File: src/rtl/core/mlqs_pkg.sv
// shared constants, codes and control structs for the multilevel queue scheduler
`timescale 1ns / 1ps
package mlqs_pkg;

  localparam int NUM_PRIO_DEF    = 8;
  localparam int QUEUE_DEPTH_DEF = 16;
  localparam int ID_BITS_DEF     = 8;

  typedef enum logic {
    CMD_ADD  = 1'b0,
    CMD_PICK = 1'b1
  } cmd_t;

  typedef enum logic [1:0] {
    ST_ADDED   = 2'd0,
    ST_DROPPED = 2'd1,
    ST_PICKED  = 2'd2,
    ST_NONE    = 2'd3
  } status_t;

  // per-level flag update toward the scanner
  typedef struct packed {
    logic ne_wr;
    logic ne_val;
    logic cr_wr;
    logic cr_val;
  } scan_upd_t;

  // scanner outcome, valid while done is high
  typedef struct packed {
    logic done;
    logic found;
    logic reload;
  } scan_res_t;

endpackage

File: src/rtl/core/mlq_slot_scheduler.sv
// top level of the multilevel queue scheduler with per-level slot credit
`timescale 1ns / 1ps
// Multilevel queue scheduler. Each of NUM_PRIO levels keeps a FIFO of up to
// QUEUE_DEPTH process ids and a slot credit that starts at NUM_PRIO minus the
// level. An add item (command 0) appends proc_id to its level and reports
// added or dropped-when-full; a pick item (command 1) serves the lowest busy
// level with credit, reloading all credits when every busy level is out.
// One item is in flight at a time. An add reads the level state, updates it
// and writes the id, then its result moves to the output register. A pick
// runs the level scanner, which checks one level per cycle and stops at the
// first busy level with credit, then the level state and the id memory are
// each read once through their registered ports. A pick that finds every
// level empty ends after the full scan. The next item is accepted while a
// result still waits in the output register. After reset the block is ready
// at once.
module mlq_slot_scheduler #(
  parameter int NUM_PRIO    = mlqs_pkg::NUM_PRIO_DEF,
  parameter int QUEUE_DEPTH = mlqs_pkg::QUEUE_DEPTH_DEF,
  parameter int ID_BITS     = mlqs_pkg::ID_BITS_DEF
) (
  input  logic       clk,
  input  logic       rst,
  input  logic       in_valid,
  output logic       in_ready,
  input  logic       command,
  input  logic [7:0] proc_id,
  input  logic [2:0] priority_req,
  output logic       out_valid,
  input  logic       out_ready,
  output logic [1:0] status,
  output logic [7:0] picked_id,
  output logic [2:0] picked_level
);

  localparam int LVL_W   = $clog2(NUM_PRIO);
  localparam int IDX_W   = $clog2(QUEUE_DEPTH);
  localparam int CNT_W   = $clog2(QUEUE_DEPTH + 1);
  localparam int CR_W    = $clog2(NUM_PRIO + 1);
  localparam int LS_W    = 2 * IDX_W + CNT_W;
  localparam int FDEPTH  = NUM_PRIO * (2 ** IDX_W);
  localparam int FADDR_W = LVL_W + IDX_W;

  typedef enum logic [7:0] {
    S_IDLE      = 8'b00000001,
    S_ADD_RD    = 8'b00000010,
    S_ADD_UPD   = 8'b00000100,
    S_SCAN      = 8'b00001000,
    S_PICK_RD   = 8'b00010000,
    S_PICK_UPD  = 8'b00100000,
    S_PICK_DATA = 8'b01000000,
    S_FIN       = 8'b10000000
  } state_t;

  state_t state;

  logic [LVL_W-1:0]   lvl;
  logic [ID_BITS-1:0] pid;
  mlqs_pkg::status_t  res_status;
  logic [ID_BITS-1:0] res_id;
  logic [LVL_W-1:0]   res_lvl;

  logic [NUM_PRIO-1:0] lvl_vld;
  logic [NUM_PRIO-1:0] cr_vld;
  logic                lrd_vld;
  logic                crd_vld;

  // input conversion
  logic [LVL_W+2:0]   pr_ext;
  logic [LVL_W-1:0]   lvl_in;
  logic [ID_BITS+7:0] pid_ext;
  logic               accept;

  assign accept  = in_valid & in_ready;
  assign pr_ext  = (LVL_W + 3)'(priority_req);
  assign lvl_in  = (32'(priority_req) >= NUM_PRIO) ? LVL_W'(NUM_PRIO - 1) : pr_ext[LVL_W-1:0];
  assign pid_ext = (ID_BITS + 8)'(proc_id);
  assign in_ready = (state == S_IDLE);

  // level state memory: {head, tail, fill}
  logic              lram_we;
  logic [LS_W-1:0]   lram_wdata;
  logic [LS_W-1:0]   lram_rdata;
  logic [LS_W-1:0]   lword;
  logic [IDX_W-1:0]  head;
  logic [IDX_W-1:0]  tail;
  logic [CNT_W-1:0]  fill;
  logic [IDX_W-1:0]  head_inc;
  logic [IDX_W-1:0]  tail_inc;

  assign lword              = lrd_vld ? lram_rdata : '0;
  assign {head, tail, fill} = lword;
  assign head_inc = (head == IDX_W'(QUEUE_DEPTH - 1)) ? '0 : head + 1'b1;
  assign tail_inc = (tail == IDX_W'(QUEUE_DEPTH - 1)) ? '0 : tail + 1'b1;

  mlqs_ram #(
    .WIDTH(LS_W),
    .DEPTH(NUM_PRIO)
  ) u_lvl_ram (
    .clk  (clk),
    .we   (lram_we),
    .waddr(lvl),
    .wdata(lram_wdata),
    .raddr(lvl),
    .rdata(lram_rdata)
  );

  // credit memory, unwritten entries read as their reset credit
  logic            cram_we;
  logic [CR_W-1:0] cram_rdata;
  logic [CR_W-1:0] credit;

  assign credit = crd_vld ? cram_rdata : CR_W'(NUM_PRIO) - CR_W'(lvl);

  mlqs_ram #(
    .WIDTH(CR_W),
    .DEPTH(NUM_PRIO)
  ) u_cr_ram (
    .clk  (clk),
    .we   (cram_we),
    .waddr(lvl),
    .wdata(credit - 1'b1),
    .raddr(lvl),
    .rdata(cram_rdata)
  );

  // process id memory, one row of slots per level
  logic               fram_we;
  logic [ID_BITS-1:0] fram_rdata;

  mlqs_ram #(
    .WIDTH(ID_BITS),
    .DEPTH(FDEPTH)
  ) u_fifo_ram (
    .clk  (clk),
    .we   (fram_we),
    .waddr(FADDR_W'({lvl, tail})),
    .wdata(pid),
    .raddr(FADDR_W'({lvl, head})),
    .rdata(fram_rdata)
  );

  // level scanner
  mlqs_pkg::scan_upd_t scan_upd;
  mlqs_pkg::scan_res_t scan_res;
  logic [LVL_W-1:0]    scan_lvl;
  logic                scan_start;

  assign scan_start = accept & (command == mlqs_pkg::CMD_PICK);

  mlqs_scan #(
    .NUM_PRIO(NUM_PRIO)
  ) u_scan (
    .clk    (clk),
    .rst    (rst),
    .start  (scan_start),
    .upd    (scan_upd),
    .upd_lvl(lvl),
    .res    (scan_res),
    .res_lvl(scan_lvl)
  );

  logic add_ok;
  assign add_ok = (fill != CNT_W'(QUEUE_DEPTH));

  always_comb begin
    lram_we    = 1'b0;
    lram_wdata = lword;
    cram_we    = 1'b0;
    fram_we    = 1'b0;
    scan_upd   = '0;
    unique case (state)
      S_ADD_UPD: begin
        if (add_ok) begin
          fram_we         = 1'b1;
          lram_we         = 1'b1;
          lram_wdata      = {head, tail_inc, fill + 1'b1};
          scan_upd.ne_wr  = 1'b1;
          scan_upd.ne_val = 1'b1;
        end
      end
      S_PICK_UPD: begin
        lram_we         = 1'b1;
        lram_wdata      = {head_inc, tail, fill - 1'b1};
        scan_upd.ne_wr  = 1'b1;
        scan_upd.ne_val = (fill != CNT_W'(1));
        if (credit != '0) begin
          cram_we         = 1'b1;
          scan_upd.cr_wr  = 1'b1;
          scan_upd.cr_val = (credit != CR_W'(1));
        end
      end
      S_IDLE, S_ADD_RD, S_SCAN, S_PICK_RD, S_PICK_DATA, S_FIN: begin
      end
      default: begin
      end
    endcase
  end

  // sequencer and valid bits
  always_ff @(posedge clk) begin
    if (rst) begin
      state     <= S_IDLE;
      lvl_vld   <= '0;
      cr_vld    <= '0;
      lrd_vld   <= 1'b0;
      crd_vld   <= 1'b0;
      out_valid <= 1'b0;
    end else begin
      lrd_vld <= lvl_vld[lvl];
      crd_vld <= cr_vld[lvl];
      if (out_valid && out_ready && (state != S_FIN)) begin
        out_valid <= 1'b0;
      end
      unique case (state)
        S_IDLE: begin
          if (accept) begin
            state <= (command == mlqs_pkg::CMD_PICK) ? S_SCAN : S_ADD_RD;
          end
        end
        S_ADD_RD: begin
          state <= S_ADD_UPD;
        end
        S_ADD_UPD: begin
          if (add_ok) begin
            lvl_vld[lvl] <= 1'b1;
          end
          state <= S_FIN;
        end
        S_SCAN: begin
          if (scan_res.done) begin
            if (!scan_res.found) begin
              state <= S_FIN;
            end else begin
              if (scan_res.reload) begin
                cr_vld <= '0;
              end
              state <= S_PICK_RD;
            end
          end
        end
        S_PICK_RD: begin
          state <= S_PICK_UPD;
        end
        S_PICK_UPD: begin
          if (credit != '0) begin
            cr_vld[lvl] <= 1'b1;
          end
          state <= S_PICK_DATA;
        end
        S_PICK_DATA: begin
          state <= S_FIN;
        end
        S_FIN: begin
          if (!out_valid || out_ready) begin
            out_valid <= 1'b1;
            state     <= S_IDLE;
          end
        end
        default: begin
          state <= S_IDLE;
        end
      endcase
    end
  end

  // item payload and result registers
  logic [ID_BITS+7:0] id_ext;
  logic [LVL_W+2:0]   lvl_ext;

  assign id_ext  = (ID_BITS + 8)'(res_id);
  assign lvl_ext = (LVL_W + 3)'(res_lvl);

  always_ff @(posedge clk) begin
    unique case (state)
      S_IDLE: begin
        if (accept) begin
          pid <= pid_ext[ID_BITS-1:0];
          lvl <= (command == mlqs_pkg::CMD_PICK) ? '0 : lvl_in;
        end
      end
      S_ADD_UPD: begin
        res_status <= add_ok ? mlqs_pkg::ST_ADDED : mlqs_pkg::ST_DROPPED;
        res_id     <= '0;
        res_lvl    <= '0;
      end
      S_SCAN: begin
        if (scan_res.done) begin
          lvl        <= scan_lvl;
          res_status <= mlqs_pkg::ST_NONE;
          res_id     <= '0;
          res_lvl    <= '0;
        end
      end
      S_PICK_DATA: begin
        res_status <= mlqs_pkg::ST_PICKED;
        res_id     <= fram_rdata;
        res_lvl    <= lvl;
      end
      S_FIN: begin
        if (!out_valid || out_ready) begin
          status       <= res_status;
          picked_id    <= id_ext[7:0];
          picked_level <= lvl_ext[2:0];
        end
      end
      S_ADD_RD, S_PICK_RD, S_PICK_UPD: begin
      end
      default: begin
      end
    endcase
  end

endmodule

File: src/rtl/core/mlqs_ram.sv
// generic single-write, single-read ram with registered read data
`timescale 1ns / 1ps
module mlqs_ram #(
  parameter int WIDTH = 8,
  parameter int DEPTH = 16
) (
  input  logic                     clk,
  input  logic                     we,
  input  logic [$clog2(DEPTH)-1:0] waddr,
  input  logic [WIDTH-1:0]         wdata,
  input  logic [$clog2(DEPTH)-1:0] raddr,
  output logic [WIDTH-1:0]         rdata
);

  logic [WIDTH-1:0] mem [DEPTH];

  always_ff @(posedge clk) begin
    if (we) begin
      mem[waddr] <= wdata;
    end
    rdata <= mem[raddr];
  end

endmodule

File: src/rtl/core/mlqs_scan.sv
// level scanner: walks one level a cycle over the non-empty and has-credit flags
`timescale 1ns / 1ps
module mlqs_scan #(
  parameter int NUM_PRIO = mlqs_pkg::NUM_PRIO_DEF
) (
  input  logic                        clk,
  input  logic                        rst,
  input  logic                        start,
  input  mlqs_pkg::scan_upd_t         upd,
  input  logic [$clog2(NUM_PRIO)-1:0] upd_lvl,
  output mlqs_pkg::scan_res_t         res,
  output logic [$clog2(NUM_PRIO)-1:0] res_lvl
);

  localparam int LVL_W = $clog2(NUM_PRIO);
  localparam logic [LVL_W-1:0] LAST = LVL_W'(NUM_PRIO - 1);

  logic                active;
  logic [LVL_W-1:0]    cnt;
  logic                any_seen;
  logic [LVL_W-1:0]    first;
  logic [NUM_PRIO-1:0] nonempty;
  logic [NUM_PRIO-1:0] crok;

  logic             ne_cur;
  logic             hit;
  logic             any_now;
  logic [LVL_W-1:0] first_now;

  always_comb begin
    ne_cur     = nonempty[cnt];
    hit        = ne_cur & crok[cnt];
    any_now    = any_seen | ne_cur;
    first_now  = any_seen ? first : cnt;
    res.done   = active & (hit | (cnt == LAST));
    res.found  = hit | any_now;
    res.reload = ~hit & any_now;
    res_lvl    = hit ? cnt : first_now;
  end

  always_ff @(posedge clk) begin
    if (rst) begin
      active   <= 1'b0;
      cnt      <= '0;
      any_seen <= 1'b0;
      first    <= '0;
      nonempty <= '0;
      crok     <= '1;
    end else begin
      if (start) begin
        active   <= 1'b1;
        cnt      <= '0;
        any_seen <= 1'b0;
      end else if (active) begin
        if (res.done) begin
          active <= 1'b0;
        end else begin
          cnt <= cnt + 1'b1;
        end
        if (ne_cur && !any_seen) begin
          any_seen <= 1'b1;
          first    <= cnt;
        end
      end
      // every busy level out of credit: all levels get credit again
      if (res.done && res.reload) begin
        crok <= '1;
      end
      if (upd.ne_wr) begin
        nonempty[upd_lvl] <= upd.ne_val;
      end
      if (upd.cr_wr) begin
        crok[upd_lvl] <= upd.cr_val;
      end
    end
  end

endmodule

File: config.mk
export PLATFORM = sky130hd
export DESIGN_NAME = mlq_slot_scheduler
export DESIGN_NICKNAME = d
export VERILOG_FILES = /design/src/rtl/core/mlqs_pkg.sv /design/src/rtl/core/mlq_slot_scheduler.sv /design/src/rtl/core/mlqs_ram.sv /design/src/rtl/core/mlqs_scan.sv
export SDC_FILE = /design/constraint.sdc
export NUM_CORES = 2
export LEC_CHECK = 0
export ABC_CLOCK_PERIOD_IN_PS = 4100
export BUFFER_PORTS_ARGS = -buffer_cell sky130_fd_sc_hd__buf_2
export CAP_MARGIN = 15
export CORE_ASPECT_RATIO = 1.25
export CORE_MARGIN = 4
export CORE_UTILIZATION = 50
export CTS_CLUSTER_DIAMETER = 60
export DETAILED_ROUTE_END_ITERATION = 10
export PLACE_DENSITY = 0.64
export SLEW_MARGIN = 20
export SYNTH_ARGS = -nofsm -noshare
export SYNTH_HDL_FRONTEND = slang
export SYNTH_SLANG_ARGS = --single-unit
File: constraint.sdc
create_clock -name clk -period 4.1 [get_ports clk]
set_input_delay 0.205 -clock clk [delete_from_list [all_inputs] [get_ports clk]]
set_output_delay 0.205 -clock clk [all_outputs]
set_load 0.02 [all_outputs]
# Word-level counts from Yosys, hierarchy flattened
# Memory sizes are Yosys's and may differ from the RTL's. A register that Yosys moved wholly into a read port is not among the register bits.
# Cells that the tools add are included.
[totals]
regBits = 88
ramBits = 1160
word_cells = 157
memories = 3
[mem_list]
columns = ["name", "depth", "word_bits", "rd", "rd_clocked_by_memory_dff", "write_ports", "line_no", "source"]
rows = [
  ["u_fifo_ram.mem", 128, 8, 1, 1, 1, "mlqs_ram.sv:15", "logic [WIDTH-1:0] mem [DEPTH];"],
  ["u_lvl_ram.mem", 8, 13, 1, 1, 1, "mlqs_ram.sv:15", ""],
  ["u_cr_ram.mem", 8, 4, 1, 1, 1, "mlqs_ram.sv:15", ""],
]
[classes]
n_addsub = 7
order_cmp = 3
eq_ne = 21
n_mux = 66
n_bitwise = 13
n_reduce_logical = 24
[ops]
columns = ["cell", "n"]
rows = [
  ["$mux W8", 12],
  ["$pmux W8 S7", 1],
  ["$pmux W13 S2", 1],
  ["$pmux W8 S3", 1],
  ["$mux W1", 22],
  ["$mux W3", 6],
  ["$bwmux W8", 2],
  ["$mux W4", 4],
  ["$or A8 B8 Y8", 2],
  ["$pmux W8 S2", 1],
  ["$mux W13", 1],
  ["$bmux W1 S3", 4],
  ["$reduce_and A2 Y1", 6],
  ["$mux W9", 1],
  ["$pmux W3 S3", 1],
  ["$reduce_and A3 Y1", 3],
  ["$add A4 B1 Y4 const B", 2],
  ["$eq A4 B4 Y1 const B", 2],
  ["$eq A8 B1 Y1 const B", 1],
  ["$eq A8 B2 Y1 const B", 1],
  ["$eq A8 B3 Y1 const B", 1],
  ["$eq A8 B4 Y1 const B", 1],
  ["$eq A8 B5 Y1 const B", 1],
  ["$eq A8 B6 Y1 const B", 1],
  ["other kinds (33)", 56],
]

# Logic depth before layout (Yosys ltp)
[depth]
word_depth = 10
depth_mapped = 16
mapped_depth_nobuf = 8

# Modules after synthesis
# A second synthesis with hierarchy kept.
[hier_totals]
cells_unflattened = 2324
area_unflattened_um2 = 49832.8
[by_module_without_submodules]
columns = ["mod", "n_inst", "cells_per_inst", "area_each_um2", "seq_area_each_um2"]
rows = [
  ["mlqs_ram at u_fifo_ram", 1, 1635, 39665.5, 30909.6],
  ["mlqs_ram at u_lvl_ram", 1, 176, 4315.4, 3383.2],
  ["mlq_slot_scheduler", 1, 301, 3164.3, 1651.6],
  ["mlqs_ram at u_cr_ram", 1, 63, 1370.1, 1041.0],
  ["mlqs_scan", 1, 149, 1317.5, 480.5],
]

# Worst setup path before layout
# OpenSTA, ideal clock, no wires.
[synth_timing]
kind = "register -> register"
startpoint = "register lrd_vld"
endpoint = "memory u_fifo_ram.mem[152][0] (netlist: u_fifo_ram.mem[76][0]), enable pin"
arrival_ns = 3.354
required_time_ns = 3.729
path_slack_ns = 0.376
path_stages_with_launch = 17
synth_period_minus_slack_ns = 3.724
path_cell_list = "dfxtp_1 -> buf_2 -> buf_2 -> buf_2 -> buf_2 -> buf_2 -> buf_1 -> nand2_1 -> ha_1 -> nand4_1 -> and2_1 -> buf_4 -> nand2_1 -> or4_1 -> buf_2 -> buf_6 -> nor2_1"
[synth_between]
elab_chain_cells = 6
[synth_rtl]
columns = ["item", "line_no", "source"]
rows = [
  ["start, declared", "mlq_slot_scheduler.sv:64", "logic lrd_vld;"],
  ["start signal, assigned", "mlq_slot_scheduler.sv:209", "lrd_vld <= lvl_vld[lvl];"],
  ["$mux W13 (*)", "mlq_slot_scheduler.sv:90", "assign lword = lrd_vld ? lram_rdata : '0;"],
  ["$ne A5 B5 Y1", "mlq_slot_scheduler.sv:163", "assign add_ok = (fill != CNT_W'(QUEUE_DEPTH));"],
  ["$mux W1", "mlq_slot_scheduler.sv:173", "if (add_ok) begin"],
  ["$mux W1", "mlq_slot_scheduler.sv:171", "unique case (state)"],
  ["$mux W1", "mlqs_ram.sv:18", "if (we) begin"],
  ["$mux W1 (implied by the code)", "mlqs_ram.sv:19", "mem[waddr] <= wdata;"],
  ["end, declared", "mlqs_ram.sv:15", ""],
]
# Every way passes the cells marked *; elsewhere a longest branch is shown, timed or not.

# Final worst setup path
[layout_timing]
startpoint = "register u_lvl_ram.rdata[11] (read register of u_lvl_ram.mem)"
endpoint = "register u_fifo_ram.rdata[2] (read register of u_fifo_ram.mem)"
[layout_between]
elab_chain_cells = 1
[layout_rtl]
columns = ["item", "line_no", "source"]
rows = [
  ["start, declared", "mlqs_ram.sv:12", "output logic [WIDTH-1:0] rdata"],
  ["$mux W13", "mlq_slot_scheduler.sv:90", ""],
  ["end, declared", "mlqs_ram.sv:12", ""],
]
# Every way passes these cells.
# A chain may end at the register's enable or synchronous reset.

==> run metrics <==
status finished, final reports clean; Clock Pin Slew Worst Setup and Hold Paths 0.06 ns; WHS Path Cells 2; area of the multi-input gates 0.0118 sq mm; dpl cell area 0.0531 sq mm; fin. max-slew vios 0; clock sinks 1273; family with the most delay on the worst path simple AND/OR/NAND/NOR gates; placed wire-length estimate 93800 microns; instance count on the critical path 6; WP data required 4.61 ns; GRT Resource Usage Total 0.276; remaining global-route overflow 0; mux cell area share after synthesis 0.0569; area occupied by registers 0.0375 sq mm; Leak Pwr 19.3 nW; Async SR Flop Fraction 0; Slowest-stage cell, CP nor4_1; Cell Pwr Density 505 mW/mm^2; Synth area leaders edfxtp_1, mux2i_1, dfxtp_1, a211oi_1, nor2_1; most frequent cells in the layout edfxtp_1, nor2_1, buf_4; Layout Cells excl Fill 4823; Hold Slack 0.176 ns; largest net degree at the start of global routing 129; die footprint 0.106 sq mm; R2R Path Start u_lvl_ram.rdata[11]; Die W 291 microns; CP bufs+invs 1; Fillers 7538; starting density of the core 0.506; syn_area_per_cell 15.6 sq um; Root Buffer clkbuf_16; Tightest Pin Transition 1.14 ns; TritonCTS clock tree done; WS Path Type reg2reg; worst reg2reg path depth 6; Nets 3426; GP Congestion 0.908; Simple-Gate Fraction of Synth Area 0.0631; input/output buffers 30; drt via density 6.40; Residual DRC 0; Routed Wire Length 148000 microns; Yosys warning count 0; Setup TNS 0 ns; Routed wire per std cell 30.6 microns; Int Pwr 21.8 mW; Synth Area in Adders 0.00224; final clock skew 0.0391 ns; switch share 0.246; layout cells sized above 1 0.154; Synth cell types 62; I/O pins 31; sequential fraction of design power 0.507; post-synthesis compound-gate area fraction 0.109; RSZ-0062 raised after global routing false; crit start category register; Crit Path Max Fanout 22; fmax 0.252 GHz; largest family of logic cells by synthesized area compound AO/OA/AOI/OAI gates; final core utilization 0.577; Core Footprint 0.0993 sq mm; crit path DAT 4.48 ns; Max-cap violations 0; worst skew pair latency 0.75 ns; cts bufs inserted 118; final period utilization 0.968; crit path launch u_lvl_ram.rdata[11]; NetSw 7.12 mW; R2R Path End u_fifo_ram.rdata[2]; final setup vio count 0; ys flop type edfxtp_1; Inst Count DP 4575; Synth top area share 0.716; Clock power frac 0.392; commonest non-fill, non-tap cell in the layout edfxtp_1; XOR/XNOR share of the synthesized area 0.00209; EDFF count, synth 1197; final design area excluding fillers 0.0573 sq mm; Die H 362 microns; Initial DRC Count 3750; slack of the worst reg-to-reg path 0.13 ns; first-pass GRT wire length 214000 microns; DRT antenna net count 0; hold crit path type in2reg; highest cell delay on the worst timing path 0.86 ns; Synth area leader edfxtp_1; antenna violations before repair 10; area grow syn2layout 14.2%; CP Capture Type register; Syn Inst Count 3227; # rows 129; Worst setup endpoint u_fifo_ram.rdata[2]; Mapped Nets 3252; CP Cell Sequence and3b_2 -> buf_4 -> a211oi_1 -> a211o_1 -> nor4_1 -> nand4_1; Worst VDD drop 0.362 mV; clk buf depth 3; vias post-DR 30900; Slew HR 0.236; Synth Cell Area 0.0502 sq mm; combinational power share 0.100; vias in the first global route 30600; post-synthesis sequential area ratio 0.746; fin crit period 3.97 ns; final count of hold timing violations 0; CTS H-tree lvls 3; Pre-antenna DRT Iters 9; FF+latch count, synth 1273
## final cells by class
type	instances	share of cell area
clock buffers	152	0.0561
repair buffers	273	0.0395
clock inverters	73	0.0142
inverters	22	0.00146
well taps	1310	0.0286
flip-flops and latches	1273	0.654
multi-input cells	1713	0.206
diodes	7	0.000306
## logic make-up (layout without fill, tap and decap cells)
| kind of cell | after synthesis | count (layout) |
|---|---|---|
| XOR/XNOR | 12 | 12 |
| other | 0 | 7 |
| flip-flops | 1273 | 1273 |
| buffers and inverters | 241 | 520 |
| AO/OA/AOI/OAI | 757 | 757 |
| AND/OR/NAND/NOR | 667 | 667 |
| multiplexers | 268 | 268 |
| adder cells (fa/ha/maj) | 9 | 9 |
## cells in the mapped netlist, drive strengths merged, types with 7 or more instances
| master | n |
|---|---|
| a21oi | 140 |
| o21a | 9 |
| o211ai | 17 |
| o21ai | 59 |
| a21o | 16 |
| ha | 9 |
| and2 | 28 |
| mux2 | 59 |
| inv | 21 |
| a22o | 34 |
| nor2 | 224 |
| nand4 | 31 |
| buf | 97 |
| nor2b | 68 |
| a221oi | 83 |
| a31oi | 22 |
| a2111oi | 19 |
| o22ai | 29 |
| o2bb2ai | 7 |
| nand3 | 29 |
| clkbuf | 122 |
| a32oi | 12 |
| dfxtp | 76 |
| a211oi | 132 |
| a211o | 14 |
| a32o | 9 |
| mux2i | 201 |
| nor3b | 12 |
| edfxtp | 1197 |
| and3 | 23 |
| mux4 | 8 |
| nand2 | 182 |
| a22oi | 105 |
| a221o | 25 |
| nor3 | 23 |
| nor4 | 14 |
## layer usage
metal / vias up / wire (microns) / global-route usage
li1: 13200 / - / -
met1: 15500 / 53200 / 0.347
met2: 1827 / 71400 / 0.447
met3: 411 / 14000 / 0.0585
met4: 2 / 9220 / 0.160
met5: - / 7 / 0
## timing repair
| item | CTS | global route |
|---|---|---|
| gates resized for setup | 0 | 0 |
| hold buffers | 16 | 0 |
| buffers inserted | 0 | 0 |
| endpoints found under the hold margin | 36 | 0 |
## through the flow
step | total power [mW] | setup slack, ns
after floorplan | 16.7 | 0.376
after global placement | 17.8 | 0.416
after detailed placement | 17.8 | 0.424
after CTS | 29.0 | 0.410
after global routing | 29.8 | 0.171
final | 28.9 | 0.131
## power by group through the flow
stage / combinational (mW) / clock, mW / sequential (mW)
floorplan: 1.78 / 0 / 14.9
global placement: 2.81 / 0 / 15.0
detailed placement: 2.86 / 0 / 15.0
CTS: 2.88 / 11.4 / 14.7
global route: 3.06 / 12.0 / 14.7
finish: 2.91 / 11.3 / 14.7
## state kept, by name (all words and copies together) (netlist names), 4 cells and up
name	cells
u_fifo_ram.rdata	8
u_lvl_ram.rdata	13
u_cr_ram.mem	32
picked_id	8
u_fifo_ram.mem	1024
u_lvl_ram.mem	104
u_scan.crok	8
cr_vld	8
lvl_vld	8
u_scan.nonempty	8
u_cr_ram.rdata	4
state	8
res_id	8
pid	8
## worst min path at each step
stage	from	end	slack, ns
floorplan	command	state[1]	0.28
global placement	proc_id[7]	pid[7]	0.38
detailed placement	proc_id[4]	pid[4]	0.38
CTS	proc_id[6]	pid[6]	0.13
global route	proc_id[6]	pid[6]	0.16
finish	proc_id[6]	pid[6]	0.18
(Power assumes the default switching activity.)
